$ cat src/rtl/frx_pkg.sv
package frx_pkg;

	typedef enum logic [1:0] {
		ST_HUNT,
		ST_FILL,
		ST_SEND,
		ST_BAD
	} state_t;

	typedef enum logic [1:0] {
		STATUS_GOOD    = 2'd0,
		STATUS_END_ERR = 2'd1,
		STATUS_CHK_ERR = 2'd2
	} status_t;

	localparam logic REG_START_MARKER = 1'b0;
	localparam logic REG_END_MARKER   = 1'b1;

	localparam logic [7:0] START_MARKER_RST = 8'd2;
	localparam logic [7:0] END_MARKER_RST   = 8'd3;

endpackage

$ cat src/rtl/frx_ram.sv
module frx_ram #(
	parameter int WIDTH = 8,
	parameter int DEPTH = 20
) (
	input  logic                     clk,
	input  logic                     we,
	input  logic [$clog2(DEPTH)-1:0] waddr,
	input  logic [WIDTH-1:0]         wdata,
	input  logic                     re,
	input  logic [$clog2(DEPTH)-1:0] raddr,
	output logic [WIDTH-1:0]         rdata
);

	logic [WIDTH-1:0] mem [DEPTH];

	always_ff @(posedge clk) begin
		if (we) begin
			mem[waddr] <= wdata;
		end
		if (re) begin
			rdata <= mem[raddr];
		end
	end

endmodule

$ cat src/rtl/fixed_frame_receiver_xor_check_top.sv
// Fixed-length frame receiver. While hunting, bytes other than the start marker are
// dropped; a start marker opens a frame of FRAME_LEN bytes, taken one per cycle into the
// frame RAM with no resync. On the last byte the frame is judged: a wrong end marker wins
// over a checksum mismatch (XOR of bytes 1..FRAME_LEN-3 against byte FRAME_LEN-2). A good
// frame is then read back out of the frame RAM at one result per cycle while out_ready is
// high, FRAME_LEN results with last_of_frame on the final one; a bad frame gives one status
// result. The frame RAM has a single write and a single read port and is either being filled
// or being read, so no input is taken while results are being delivered. The good and bad
// counters wrap at 16 bits and show their value after the frame was judged.
module fixed_frame_receiver_xor_check_top #(
	parameter int FRAME_LEN = 20
) (
	input  logic        clk,
	input  logic        arst_n,

	input  logic        cfg_write,
	input  logic        cfg_index,
	input  logic [7:0]  cfg_data,

	input  logic        in_valid,
	output logic        in_ready,
	input  logic [7:0]  rx_byte,

	output logic        out_valid,
	input  logic        out_ready,
	output logic [7:0]  frame_byte,
	output logic [5:0]  byte_index,
	output logic        last_of_frame,
	output logic [1:0]  status,
	output logic [15:0] good_frames,
	output logic [15:0] bad_frames
);

	localparam int ADDR_W = $clog2(FRAME_LEN);
	localparam logic [ADDR_W-1:0] POS_LAST = ADDR_W'(FRAME_LEN - 1);
	localparam logic [ADDR_W-1:0] POS_CHK  = ADDR_W'(FRAME_LEN - 2);
	localparam logic [ADDR_W-1:0] POS_DATA = ADDR_W'(FRAME_LEN - 3);

	frx_pkg::state_t  state_q, state_d;
	frx_pkg::status_t status_q, judge_status;

	logic [7:0]        start_q, end_q;
	logic [ADDR_W-1:0] pos_q;
	logic [ADDR_W-1:0] idx_q;
	logic [7:0]        xor_q;
	logic [7:0]        chk_q;
	logic [15:0]       good_q, bad_q;

	logic              in_xfer, out_xfer, frame_done;
	logic              ram_we, ram_re;
	logic [ADDR_W-1:0] ram_waddr, ram_raddr;
	logic [7:0]        ram_rdata;

	assign in_xfer    = in_valid && in_ready;
	assign out_xfer   = out_valid && out_ready;
	assign frame_done = (state_q == frx_pkg::ST_FILL) && in_xfer && (pos_q == POS_LAST);

	always_comb begin
		if (rx_byte != end_q) begin
			judge_status = frx_pkg::STATUS_END_ERR;
		end else if (xor_q != chk_q) begin
			judge_status = frx_pkg::STATUS_CHK_ERR;
		end else begin
			judge_status = frx_pkg::STATUS_GOOD;
		end
	end

	// next state and frame ram control
	always_comb begin
		state_d   = state_q;
		in_ready  = 1'b0;
		out_valid = 1'b0;
		ram_we    = 1'b0;
		ram_waddr = pos_q;
		ram_re    = 1'b0;
		ram_raddr = ADDR_W'(idx_q + 1'b1);
		case (state_q)
			frx_pkg::ST_HUNT: begin
				in_ready  = 1'b1;
				ram_waddr = '0;
				if (in_valid && (rx_byte == start_q)) begin
					ram_we  = 1'b1;
					state_d = frx_pkg::ST_FILL;
				end
			end
			frx_pkg::ST_FILL: begin
				in_ready = 1'b1;
				if (in_valid) begin
					ram_we = 1'b1;
					if (pos_q == POS_LAST) begin
						if (judge_status == frx_pkg::STATUS_GOOD) begin
							// prefetch byte zero so it is on the output next cycle
							ram_re    = 1'b1;
							ram_raddr = '0;
							state_d   = frx_pkg::ST_SEND;
						end else begin
							state_d = frx_pkg::ST_BAD;
						end
					end
				end
			end
			frx_pkg::ST_SEND: begin
				out_valid = 1'b1;
				if (out_ready) begin
					if (idx_q == POS_LAST) begin
						state_d = frx_pkg::ST_HUNT;
					end else begin
						ram_re = 1'b1;
					end
				end
			end
			frx_pkg::ST_BAD: begin
				out_valid = 1'b1;
				if (out_ready) begin
					state_d = frx_pkg::ST_HUNT;
				end
			end
			default: begin
				state_d = frx_pkg::ST_HUNT;
			end
		endcase
	end

	always_ff @(posedge clk or negedge arst_n) begin
		if (!arst_n) begin
			state_q <= frx_pkg::ST_HUNT;
		end else begin
			state_q <= state_d;
		end
	end

	always_ff @(posedge clk or negedge arst_n) begin
		if (!arst_n) begin
			start_q <= frx_pkg::START_MARKER_RST;
			end_q   <= frx_pkg::END_MARKER_RST;
		end else if (cfg_write) begin
			case (cfg_index)
				frx_pkg::REG_START_MARKER: start_q <= cfg_data;
				frx_pkg::REG_END_MARKER:   end_q   <= cfg_data;
				default: ;
			endcase
		end
	end

	always_ff @(posedge clk or negedge arst_n) begin
		if (!arst_n) begin
			pos_q    <= '0;
			idx_q    <= '0;
			xor_q    <= '0;
			chk_q    <= '0;
			status_q <= frx_pkg::STATUS_GOOD;
			good_q   <= '0;
			bad_q    <= '0;
		end else begin
			if ((state_q == frx_pkg::ST_HUNT) && in_xfer && (rx_byte == start_q)) begin
				pos_q <= ADDR_W'(1);
				xor_q <= '0;
			end
			if ((state_q == frx_pkg::ST_FILL) && in_xfer) begin
				pos_q <= ADDR_W'(pos_q + 1'b1);
				if (pos_q <= POS_DATA) begin
					xor_q <= xor_q ^ rx_byte;
				end
				if (pos_q == POS_CHK) begin
					chk_q <= rx_byte;
				end
			end
			if (frame_done) begin
				pos_q    <= '0;
				idx_q    <= '0;
				status_q <= judge_status;
				if (judge_status == frx_pkg::STATUS_GOOD) begin
					good_q <= good_q + 16'd1;
				end else begin
					bad_q <= bad_q + 16'd1;
				end
			end
			if ((state_q == frx_pkg::ST_SEND) && out_xfer) begin
				idx_q <= ADDR_W'(idx_q + 1'b1);
			end
		end
	end

	frx_ram #(
		.WIDTH(8),
		.DEPTH(FRAME_LEN)
	) u_frame_ram (
		.clk  (clk),
		.we   (ram_we),
		.waddr(ram_waddr),
		.wdata(rx_byte),
		.re   (ram_re),
		.raddr(ram_raddr),
		.rdata(ram_rdata)
	);

	// ram read data is held between transfers, so it serves as the output register
	assign frame_byte    = (state_q == frx_pkg::ST_SEND) ? ram_rdata : 8'd0;
	assign byte_index    = (state_q == frx_pkg::ST_SEND) ? 6'(idx_q) : 6'd0;
	assign last_of_frame = (state_q == frx_pkg::ST_BAD) ||
		((state_q == frx_pkg::ST_SEND) && (idx_q == POS_LAST));
	assign status        = status_q;
	assign good_frames   = good_q;
	assign bad_frames    = bad_q;

	a_no_overlap: assert property (@(posedge clk) disable iff (!arst_n)
		!(in_ready && out_valid))
		else $error("input and output open at once");

	a_good_cnt: assert property (@(posedge clk) disable iff (!arst_n)
		!$stable(good_q) |-> (state_q == frx_pkg::ST_SEND) &&
			($past(state_q) == frx_pkg::ST_FILL))
		else $error("good count moved outside a good frame judgment");

	a_bad_cnt: assert property (@(posedge clk) disable iff (!arst_n)
		!$stable(bad_q) |-> (state_q == frx_pkg::ST_BAD) &&
			($past(state_q) == frx_pkg::ST_FILL))
		else $error("bad count moved outside a bad frame judgment");

	a_idx_range: assert property (@(posedge clk) disable iff (!arst_n)
		(state_q == frx_pkg::ST_SEND) |-> (idx_q <= POS_LAST))
		else $error("readout index past frame end");

endmodule

$ cat config.mk
export PLATFORM = sky130hd
export DESIGN_NAME = fixed_frame_receiver_xor_check_top
export DESIGN_NICKNAME = d
export VERILOG_FILES = /design/src/rtl/frx_pkg.sv /design/src/rtl/frx_ram.sv /design/src/rtl/fixed_frame_receiver_xor_check_top.sv
export SDC_FILE = /design/constraint.sdc
export NUM_CORES = 1
export LEC_CHECK = 0
export BUFFER_PORTS_ARGS = -buffer_cell sky130_fd_sc_hd__buf_2
export CELL_PAD_IN_SITES_DETAIL_PLACEMENT = 1
export CELL_PAD_IN_SITES_GLOBAL_PLACEMENT = 1
export CORE_UTILIZATION = 47
export CTS_BUF_LIST = sky130_fd_sc_hd__clkbuf_8
export DETAILED_ROUTE_END_ITERATION = 16
export PLACE_DENSITY = 0.76
export SKIP_CTS_REPAIR_TIMING = 1
export SLEW_MARGIN = 10
export SYNTH_ARGS = -nofsm -noshare
export SYNTH_HDL_FRONTEND = slang
export SYNTH_SLANG_ARGS = --single-unit
$ cat constraint.sdc
create_clock -name clk -period 2.7 [get_ports clk]
set_clock_uncertainty 0.2 [all_clocks]
set_input_delay 0.135 -clock clk [delete_from_list [all_inputs] [get_ports clk]]
set_output_delay 0.135 -clock clk [all_outputs]
set_load 0.01 [all_outputs]
Yosys cells after proc, flatten, opt, wreduce, memory -nomap -nowiden. Memory sizes are Yosys's and may differ from the RTL's. A register that Yosys moved wholly into a read port is not among the register bits. Cells that the tools add are included.

Flip-flop bits (word level): 78. Input bits: 22. Memory bits (writable): 160. Output and inout bits: 51. Memories kept: 1. Bits in latches: 0. ROM bits: 0.

Memory list: u_frame_ram.mem (words 20, width 8, rd ports 1, clocked after Yosys merged registers in 1, wr ports 1, RTL line frx_ram.sv:14) `logic [WIDTH-1:0] mem [DEPTH];`.

Bitwise logic cells: 3. Eq/ne operators: 15. Shift operators: 0. Multiplexer cells: 38. Reduce and logical (&&, ||, !) cells: 22. Order comparisons: 1. Multiply operators: 0. Div/mod/pow operators: 0. Add/subtract/negate cells: 4.

Operators with widths (count): 2-to-1 mux 5 bit (11); adder 16 x 1 -> 16 bit, second input constant (2); 2-to-1 mux 8 bit (4); 2-to-1 mux 2 bit (8); inequality test 8 bit (2); equality test 5 bit, second input constant (3); 2-to-1 mux 1 bit (12); adder 5 x 1 -> 5 bit, second input constant (2); inequality test 2 bit, second input constant (5); AND reduction 2 bit (5); logical AND 1 bit (9); equality test 8 bit (1); one-hot mux 2 bit (4 select lines) (1); bitwise XOR 8 bit (1); AND reduction 6 bit (1); <= comparator 5 bit, second input constant (1); equality test 2 bit, second input constant (2); zero test 2 bit (2); one-hot mux 1 bit (2 select lines) (2); OR reduction 2 bit (2); nonzero test 3 bit (1); equality test 2 x 1 -> 1 bit, second input constant (1); inequality test 2 x 1 -> 1 bit, second input constant (1); inverter 1 bit (2); 2 further kinds (2).

Logic depth before layout (Yosys ltp). Gate-level depths: netlist of run 1.

Depth after elaboration: 9. Gate-level depth with buffers: 11. Gate-level depth less buffers: 8.

Modules after synthesis. From an unflattened synthesis of run 1, not the netlist that was laid out.

Cells, all modules: 707. Area total of the unflattened synthesis: 10776.6 um^2.

By module, submodules not included: frx_ram (area an instance 6562.5 um^2, seq. area each 5044.8 um^2, cells each 308, times used 1); fixed_frame_receiver_xor_check_top (area an instance 4214.0 um^2, seq. area each 1955.6 um^2, cells each 399, times used 1).

Least setup slack after synthesis of run 1. OpenSTA, ideal clock, no wires.

Path kind: register to register. From: reg state_q[0]. To: mem u_frame_ram.mem[12][0] (enable). Slack: -58 ps. Data required time: 2105 ps. Data arrival time: 2164 ps. Setup time: 395 ps. Cell stages (with the launch flop): 7. Period minus slack after synthesis: 2758 ps. Buffers on the path: 0. Cells stage by stage: dfrtp_1 > inv_1 > ha_1 > inv_1 > nor4_1 > nor2_1 > nor4_1.

Longest elaborated chain between the ends: 4.

Ends and longest elaborated chain: from (decl) (RTL line fixed_frame_receiver_xor_check_top.sv:39) `frx_pkg::state_t state_q, state_d;`; from (signal assigned) (RTL line fixed_frame_receiver_xor_check_top.sv:126) `state_q <= frx_pkg::ST_HUNT;`; from (signal assigned) (RTL line fixed_frame_receiver_xor_check_top.sv:128) `state_q <= state_d;`; equality test 2 x 1 -> 1 bit or zero test 2 bit (tied branches) (RTL line fixed_frame_receiver_xor_check_top.sv:77) `case (state_q)`; one-hot mux 1 bit (2 select lines) (RTL line fixed_frame_receiver_xor_check_top.sv:77); 2-to-1 mux 1 bit (RTL line frx_ram.sv:17) `if (we) begin`; 2-to-1 mux 1 bit (implied by the code) (RTL line frx_ram.sv:18) `mem[waddr] <= wdata;`; to (decl) (RTL line frx_ram.sv:14).

Parallel ways exist; a longest one is shown, timed or not.

Worst setup path in the final report of run 1.
From: reg end_q[1]. To: reg u_frame_ram.rdata[0], read port of u_frame_ram.mem (data pin).

Longest elaborated chain between the ends: 7.

Ends and longest elaborated chain: from (decl) (RTL line fixed_frame_receiver_xor_check_top.sv:42) `logic [7:0] start_q, end_q;`; from (signal assigned) (RTL line fixed_frame_receiver_xor_check_top.sv:135) `end_q <= frx_pkg::END_MARKER_RST;`; from (signal assigned) (RTL line fixed_frame_receiver_xor_check_top.sv:139) `frx_pkg::REG_END_MARKER: end_q <= cfg_data;`; inequality test 8 bit (*) (RTL line fixed_frame_receiver_xor_check_top.sv:59) `if (rx_byte != end_q) begin`; 2-to-1 mux 2 bit (*) (RTL line fixed_frame_receiver_xor_check_top.sv:59); zero test 2 bit (*) (RTL line fixed_frame_receiver_xor_check_top.sv:91) `if (judge_status == frx_pkg::STATUS_GOOD) begin`; 2-to-1 mux 1 bit or 2-to-1 mux 5 bit (tied branches) (RTL line fixed_frame_receiver_xor_check_top.sv:91); 2-to-1 mux 1 bit or 2-to-1 mux 5 bit (tied branches) (RTL line fixed_frame_receiver_xor_check_top.sv:90) `if (pos_q == POS_LAST) begin`; 2-to-1 mux 1 bit or 2-to-1 mux 5 bit (tied branches) (RTL line fixed_frame_receiver_xor_check_top.sv:88) `if (in_valid) begin`; one-hot mux 1 bit (2 select lines) or 2-to-1 mux 5 bit (tied branches) (RTL line fixed_frame_receiver_xor_check_top.sv:77); to (decl) (RTL line frx_ram.sv:11) `output logic [WIDTH-1:0] rdata`.

Every way passes the cells marked *; elsewhere a longest branch is shown, timed or not. A chain may end at the register's enable or synchronous reset.

==> impl_metrics.csv, run 1 <==
group,metric,value,unit
cts,numCtsBuffers,42,
cells_and_area,final_util,0.580,
cells_and_area,final_common_cell,"edfxtp_1",
flow_run,cap_viol_max_count,0,
detailed_routing,drt_pre_antenna_iters,5,
placed_design,placed_area,0.0117,sq mm
min_path,hold_depth,3,
logic_synthesis,synthFlopType,"edfxtp_1",
sta,period_share,0.976,
placed_design,hpwl,18400,um
power_and_ir_drop,ir_drop,0.343,mV
min_path,min_from,"cfg_write",
placed_design,io_buffers,71,
critical_path,worstSetupPathType,"flip-flop to flip-flop",
critical_path,start_kind,"flip-flop",
min_path,holdPathEnd,"end_q[2]",
logic_synthesis,syn-cell-area,0.0107,sq mm
grt,grt_pass1_wl,42800,um
logic_synthesis,synth_top_family_by_area,"simple AND/OR/NAND/NOR gates",
sta,hold_viol,0,
grt,overflow,0,
cts,insertion_delay,0.54,ns
floorplan,initial_core_util,0.485,
critical_path,r2r.worst_path.cells,8,
cts,clockRootBuffer,"clkbuf_8",
detailed_routing,wl_per_cell,22.4,um
min_path,min-delay-path-class,"input pin to flip-flop",
logic_synthesis,synthAdderAreaFrac,0.0117,
critical_path,r2r_end,"u_frame_ram.rdata[0]",
floorplan,die_x,153,um
logic_synthesis,synth_edf_count,168,
cells_and_area,final_cell_mix,"168 x edfxtp_1, 74 x dfrtp_1, 70 x buf_2, 63 x nor2_1, 59 x buf_4",
logic_synthesis,yosysTopAreaCell,"edfxtp_1",
sta,fmaxAchievable,0.379,GHz
sta,finalMaxSlewViolations,0,
logic_synthesis,synth.area.top_cells,"edfxtp_1 47%, dfrtp_1 18%, mux4_2 3.8%",
floorplan,top_level_ports,73,
critical_path,required,2.76,ns
critical_path,timing.rr.start,"end_q[1]",
cts,cts.htree.levels,2,
cts,clk_path_buf_depth,3,
logic_synthesis,synth_simple_gate_area_frac,0.107,
logic_synthesis,ys_seq_elements,246,
cells_and_area,seqCellArea,0.00700,sq mm
power_and_ir_drop,finalPower,0.0108,W
cells_and_area,area_growth_syn_to_layout,19.5,%
detailed_routing,drc,0,
critical_path,crit_fanout,8,
sta,tightest_slew,0.702,ns
logic_synthesis,avgSynthCellArea,14.0,sq um
sta,slew_headroom,0.531,
detailed_routing,routed_wl,27800,um
detailed_routing,via_per_inst,5.72,
power_and_ir_drop,leakage,4.98,nW
cts,cts_tree,"built",
cts,path_clk_slew,0.06,ns
critical_path,startpoint,"end_q[1]",
logic_synthesis,synth-compound-area-share,0.0741,
cells_and_area,multi_input_area,0.00358,sq mm
logic_synthesis,synthCells,768,
logic_synthesis,syn-num-nets,800,
cells_and_area,drive_above_1_share,0.271,
grt,antenna_found_initial,0,
logic_synthesis,synth_cell_types,59,
cells_and_area,nFillCells,2176,
cells_and_area,fin_nets,964,
logic_synthesis,ys_warn_count,0,
placed_design,dp_cells,1144,
grt,grt_pass1_vias,7461,
grt,grt_max_degree,54,
cells_and_area,final_cells,1242,
logic_synthesis,yosysSeqAreaShare,0.653,
cells_and_area,diodes,0,
floorplan,dieArea,0.0234,sq mm
cts,clock_sinks,246,
detailed_routing,vias,7100,
logic_synthesis,synthMuxAreaShare,0.0849,
critical_path,crit_arrival,2.69,ns
run_status,status,"completed",
floorplan,rows,54,
cells_and_area,design_area,0.0128,sq mm
detailed_routing,postRouteAntennaNets,0,
logic_synthesis,async_reset_ff_frac,0.317,
sta,finalSetupViolations,0,
power_and_ir_drop,p_per_area,842,mW/mm^2
floorplan,core-area,0.0221,sq mm
detailed_routing,drt_iter0_drc,538,
critical_path,reg2reg_setup_slack,0.06,ns
critical_path,cp-end-kind,"flip-flop",
logic_synthesis,synth-xor-area-share,0.0481,
grt,grtUsageTotal,0.239,
floorplan,die_h,153,um
placed_design,place.gp.congestion,0.838,
sta,final.min_clock_period,2.64,ns
logic_synthesis,synth_top_cell_area_share,0.471,
==> cell type report <==
class,count,area share
Multi-Input combinational cell,476,0.279
Clock inverter,30,0.0117
Tap cell,280,0.0273
Inverter,11,0.00322
Timing Repair Buffer,155,0.0847
Clock buffer,44,0.0473
Sequential cell,246,0.546
==> critical path, cell delays in order, from the launching register on <==
cell and delay, ns:
dfstp_2 0.54, xor2_1 0.08, nor4_2 0.42, buf_4 0.19, and4bb_4 0.33, a21oi_1 0.11
buf_4 0.18, o211ai_1 0.15, o211ai_1 0.16
==> Yosys cell counts, types with 4 or more instances <==
cell / instances
mux4_2: 18
o31ai_1: 7
nand2_1: 47
a31oi_1: 4
clkbuf_1: 17
nand3_1: 20
and2_1: 15
buf_4: 5
o21ai_0: 44
nor3_1: 12
a211oi_1: 5
dfrtp_1: 75
ha_1: 10
mux2i_1: 20
and3_1: 9
xnor2_1: 37
o211ai_1: 23
nand4_1: 10
xor2_1: 20
nand3b_1: 4
nor2_1: 63
buf_2: 11
edfxtp_1: 168
a21oi_1: 13
mux2_2: 26
or2_2: 5
o2111ai_1: 9
nand2b_1: 4
nor2b_1: 12
inv_1: 11
==> layer usage <==
layer  vias up  global-route usage  part of all wire
li1       3196                   -                 -
met1      3620               0.314              0.42
met2       228               0.402              0.51
met3        56              0.0397             0.049
met4         0              0.0880             0.025
met5         -                   0                 0
==> worst max-delay path by stage <==
stage,cells past startpoint,slack (ns),to
floorplan,8,0.23,u_frame_ram.rdata[0]
global placement,8,0.1,u_frame_ram.rdata[7]
detailed placement,7,-0.02,u_frame_ram.rdata[1]
CTS,8,-0.08,u_frame_ram.rdata[7]
global route,8,-0.06,good_frames[15]
finish,8,0.06,u_frame_ram.rdata[0]
==> state kept, by name (all words and copies together), names as in the netlist <==
| register | cells |
|---|---|
| u_frame_ram.rdata | 8 |
| state_q | 2 |
| chk_q | 8 |
| idx_q | 5 |
| pos_q | 5 |
| good_frames | 16 |
| status | 2 |
| start_q | 8 |
| end_q | 8 |
| xor_q | 8 |
| bad_frames | 16 |
| u_frame_ram.mem | 160 |
==> logic make-up (layout without fill, tap and decap cells) <==
family                   after synthesis  after routing
multiplexers                          65             65
other                                  1              1
buffers and inverters                 46            240
AO/OA/AOI/OAI                        122            122
AND/OR/NAND/NOR                      220            220
adder cells (fa/ha/maj)               10             10
XOR/XNOR                              58             58
flip-flops                           246            246
==> stage by stage <==
stage	hold WS [ns]	setup WS [ns]	setup TNS, ns
2_1_floorplan	-0.361	0.234	0
3_3_place_gp	-0.0209	0.0961	0
3_5_place_dp	-0.00317	-0.0230	-0.0331
4_1_cts	-0.593	-0.0800	-0.505
5_1_grt	0.0382	-0.0602	-0.0810
6_report	0.0426	0.0648	0
==> power by group <==
part           internal (W)  total (W)  switching [W]  leakage, nW
sequential          0.00449    0.00470       0.000210         2.53
combinational       0.00126    0.00304        0.00178         2.00
clock               0.00160    0.00306        0.00145        0.448
No activity file was read; power rests on OpenSTA's default activity.
==> run 2, diff against run 1 <==
--- a/config.mk
+++ b/config.mk
@@ -8,10 +8,11 @@
 export BUFFER_PORTS_ARGS = -buffer_cell sky130_fd_sc_hd__buf_2
 export CELL_PAD_IN_SITES_DETAIL_PLACEMENT = 1
 export CELL_PAD_IN_SITES_GLOBAL_PLACEMENT = 1
-export CORE_UTILIZATION = 47
+export CORE_MARGIN = 1
+export CORE_UTILIZATION = 41
 export CTS_BUF_LIST = sky130_fd_sc_hd__clkbuf_8
 export DETAILED_ROUTE_END_ITERATION = 16
-export PLACE_DENSITY = 0.76
+export PLACE_DENSITY = 0.66
 export SKIP_CTS_REPAIR_TIMING = 1
 export SLEW_MARGIN = 10
 export SYNTH_ARGS = -nofsm -noshare
==> impl_metrics.csv, run 2 (synthesis gave the netlist of run 1 again) <==
group,metric,value,unit
cts,cts_tree,"built",
cells_and_area,multi_input_area,0.00353,sq mm
floorplan,dieArea,0.0268,sq mm
critical_path,worstSetupPathType,"flip-flop to flip-flop",
detailed_routing,drc,0,
grt,grt_pass1_wl,43200,um
sta,worst_slack,0.123,ns
detailed_routing,wl_per_cell,21.5,um
critical_path,required,2.77,ns
grt,use_met2,0.357,
run_status,violations,"negative hold slack",
sta,final.min_clock_period,2.58,ns
sta,period_share,0.954,
cells_and_area,area_growth_syn_to_layout,21.1,%
grt,antenna_found_initial,0,
critical_path,startpoint,"idx_q[0]",
cells_and_area,largest_register_ffs,160,
cts,insertion_delay,0.55,ns
sta,finalMaxSlewViolations,0,
cells_and_area,diodes,0,
cells_and_area,final_cells,1293,
placed_design,place.gp.congestion,0.850,
grt,overflow,0,
critical_path,crit_end,"u_frame_ram.rdata[2]",
detailed_routing,routed_wl,27800,um
detailed_routing,drt_pre_antenna_iters,5,
cts,numCtsBuffers,45,
sta,slew_headroom,0.468,
critical_path,cp_cell_sequence,"ha_1, xor2_2, buf_12, mux4_2, nor2b_1, o21ai_0, o2111ai_1, o211ai_1",
cts,path_clk_slew,0.06,ns
cells_and_area,design_area,0.0130,sq mm
critical_path,crit_fanout,26,
min_path,min-delay-path-class,"input pin to async pin",
cts,clock_sinks,246,
cts,clockRootBuffer,"clkbuf_8",
detailed_routing,via_per_inst,5.41,
placed_design,hpwl,18600,um
grt,grtUsageTotal,0.214,
grt,grt_pass1_vias,7473,
floorplan,die_h,164,um
sta,timing.hold.ws,-0.0405,ns
detailed_routing,vias,7001,
cells_and_area,nFillCells,2582,
critical_path,cpLargestDelayFamily,"flip-flops",
floorplan,rows,58,
sta,hold_viol,45,
critical_path,reg2reg_setup_slack,0.12,ns
grt,met1_usage,0.280,
critical_path,cp-end-kind,"flip-flop",
critical_path,critPathMaxStageDelay,0.43,ns
power_and_ir_drop,p_per_area,871,mW/mm^2
power_and_ir_drop,ir_drop,0.355,mV
floorplan,core-area,0.0254,sq mm
placed_design,dp_cells,1189,
detailed_routing,postRouteAntennaNets,0,
critical_path,crit_arrival,2.64,ns
critical_path,path_depth,8,
cells_and_area,fin_nets,961,
sta,fmaxAchievable,0.388,GHz
cells_and_area,final_cell_mix,"168 x edfxtp_1, 74 x dfrtp_1, 70 x buf_2, 63 x nor2_1",
critical_path,r2r.worst_path.cells,8,
cells_and_area,largest_register,"u_frame_ram.mem",
cells_and_area,final_common_cell,"edfxtp_1",
sta,tightest_slew,0.796,ns
critical_path,path_buf_inv,1,
floorplan,initial_core_util,0.422,
floorplan,top_level_ports,73,
sta,finalSetupViolations,0,
critical_path,timing.rr.start,"idx_q[0]",
grt,use_met3,0.0371,
flow_run,cap_viol_max_count,0,
placed_design,place_ws,0.0285,ns
run_status,status,"finished with violations",
placed_design,io_buffers,71,
cells_and_area,final_util,0.511,
floorplan,die_x,164,um
placed_design,placed_area,0.0118,sq mm
grt,grt_max_degree,54,
grt,busiest_layer,"met2",
cells_and_area,seqCellArea,0.00700,sq mm
cts,cts.htree.levels,2,
cts,clk_path_buf_depth,3,
cells_and_area,drive_above_1_share,0.266,
detailed_routing,drt_iter0_drc,430,
sta,rsz0062_at_grt,"false",
power_and_ir_drop,leakage,5.04,nW
critical_path,r2r_end,"u_frame_ram.rdata[2]",
critical_path,start_kind,"flip-flop",
critical_path,slowest_stage,"dfrtp_2",
## run 2: metal layers
layer,vias to the layer above,routed length [um]
met5,-,0
met4,0,762
met3,56,1040
met2,158,13900
met1,3589,12100
li1,3198,-
## run 2: final cells by class
type | instances | share of cell area
clock buffer | 50 | 0.0530
clock inverter | 31 | 0.0180
inverter | 11 | 0.00318
multi-input combinational | 476 | 0.272
sequential | 246 | 0.539
tap | 330 | 0.0318
timing repair buffer | 149 | 0.0829
## run 2: stage by stage
step	hold WS, ns	setup TNS [ns]	total power [W]
detailed placement	0.00519	0	0.00770
CTS	-0.598	-0.0518	0.0114
global route	0.000256	0	0.0119
floorplan	-0.361	0	0.00664
finish	-0.0405	0	0.0113
global placement	-0.0102	0	0.00755
## run 2: worst min-delay path by stage
stage                 from        endpoint  slack, ns  depth (start not counted)
floorplan           arst_n   bad_frames[0]      -0.36                          0
finish              arst_n  bad_frames[11]      -0.04                          2
CTS                 arst_n  bad_frames[11]      -0.60                          1
global placement    arst_n  bad_frames[11]      -0.01                          1
detailed placement  arst_n  bad_frames[11]      0.005                          1
global route        arst_n  bad_frames[11]     0.0003                          2
## run 2: power by group
group	internal (W)	switching, W
Clock	0.00208	0.00156
Sequential	0.00449	0.000234
Combinational	0.00123	0.00172
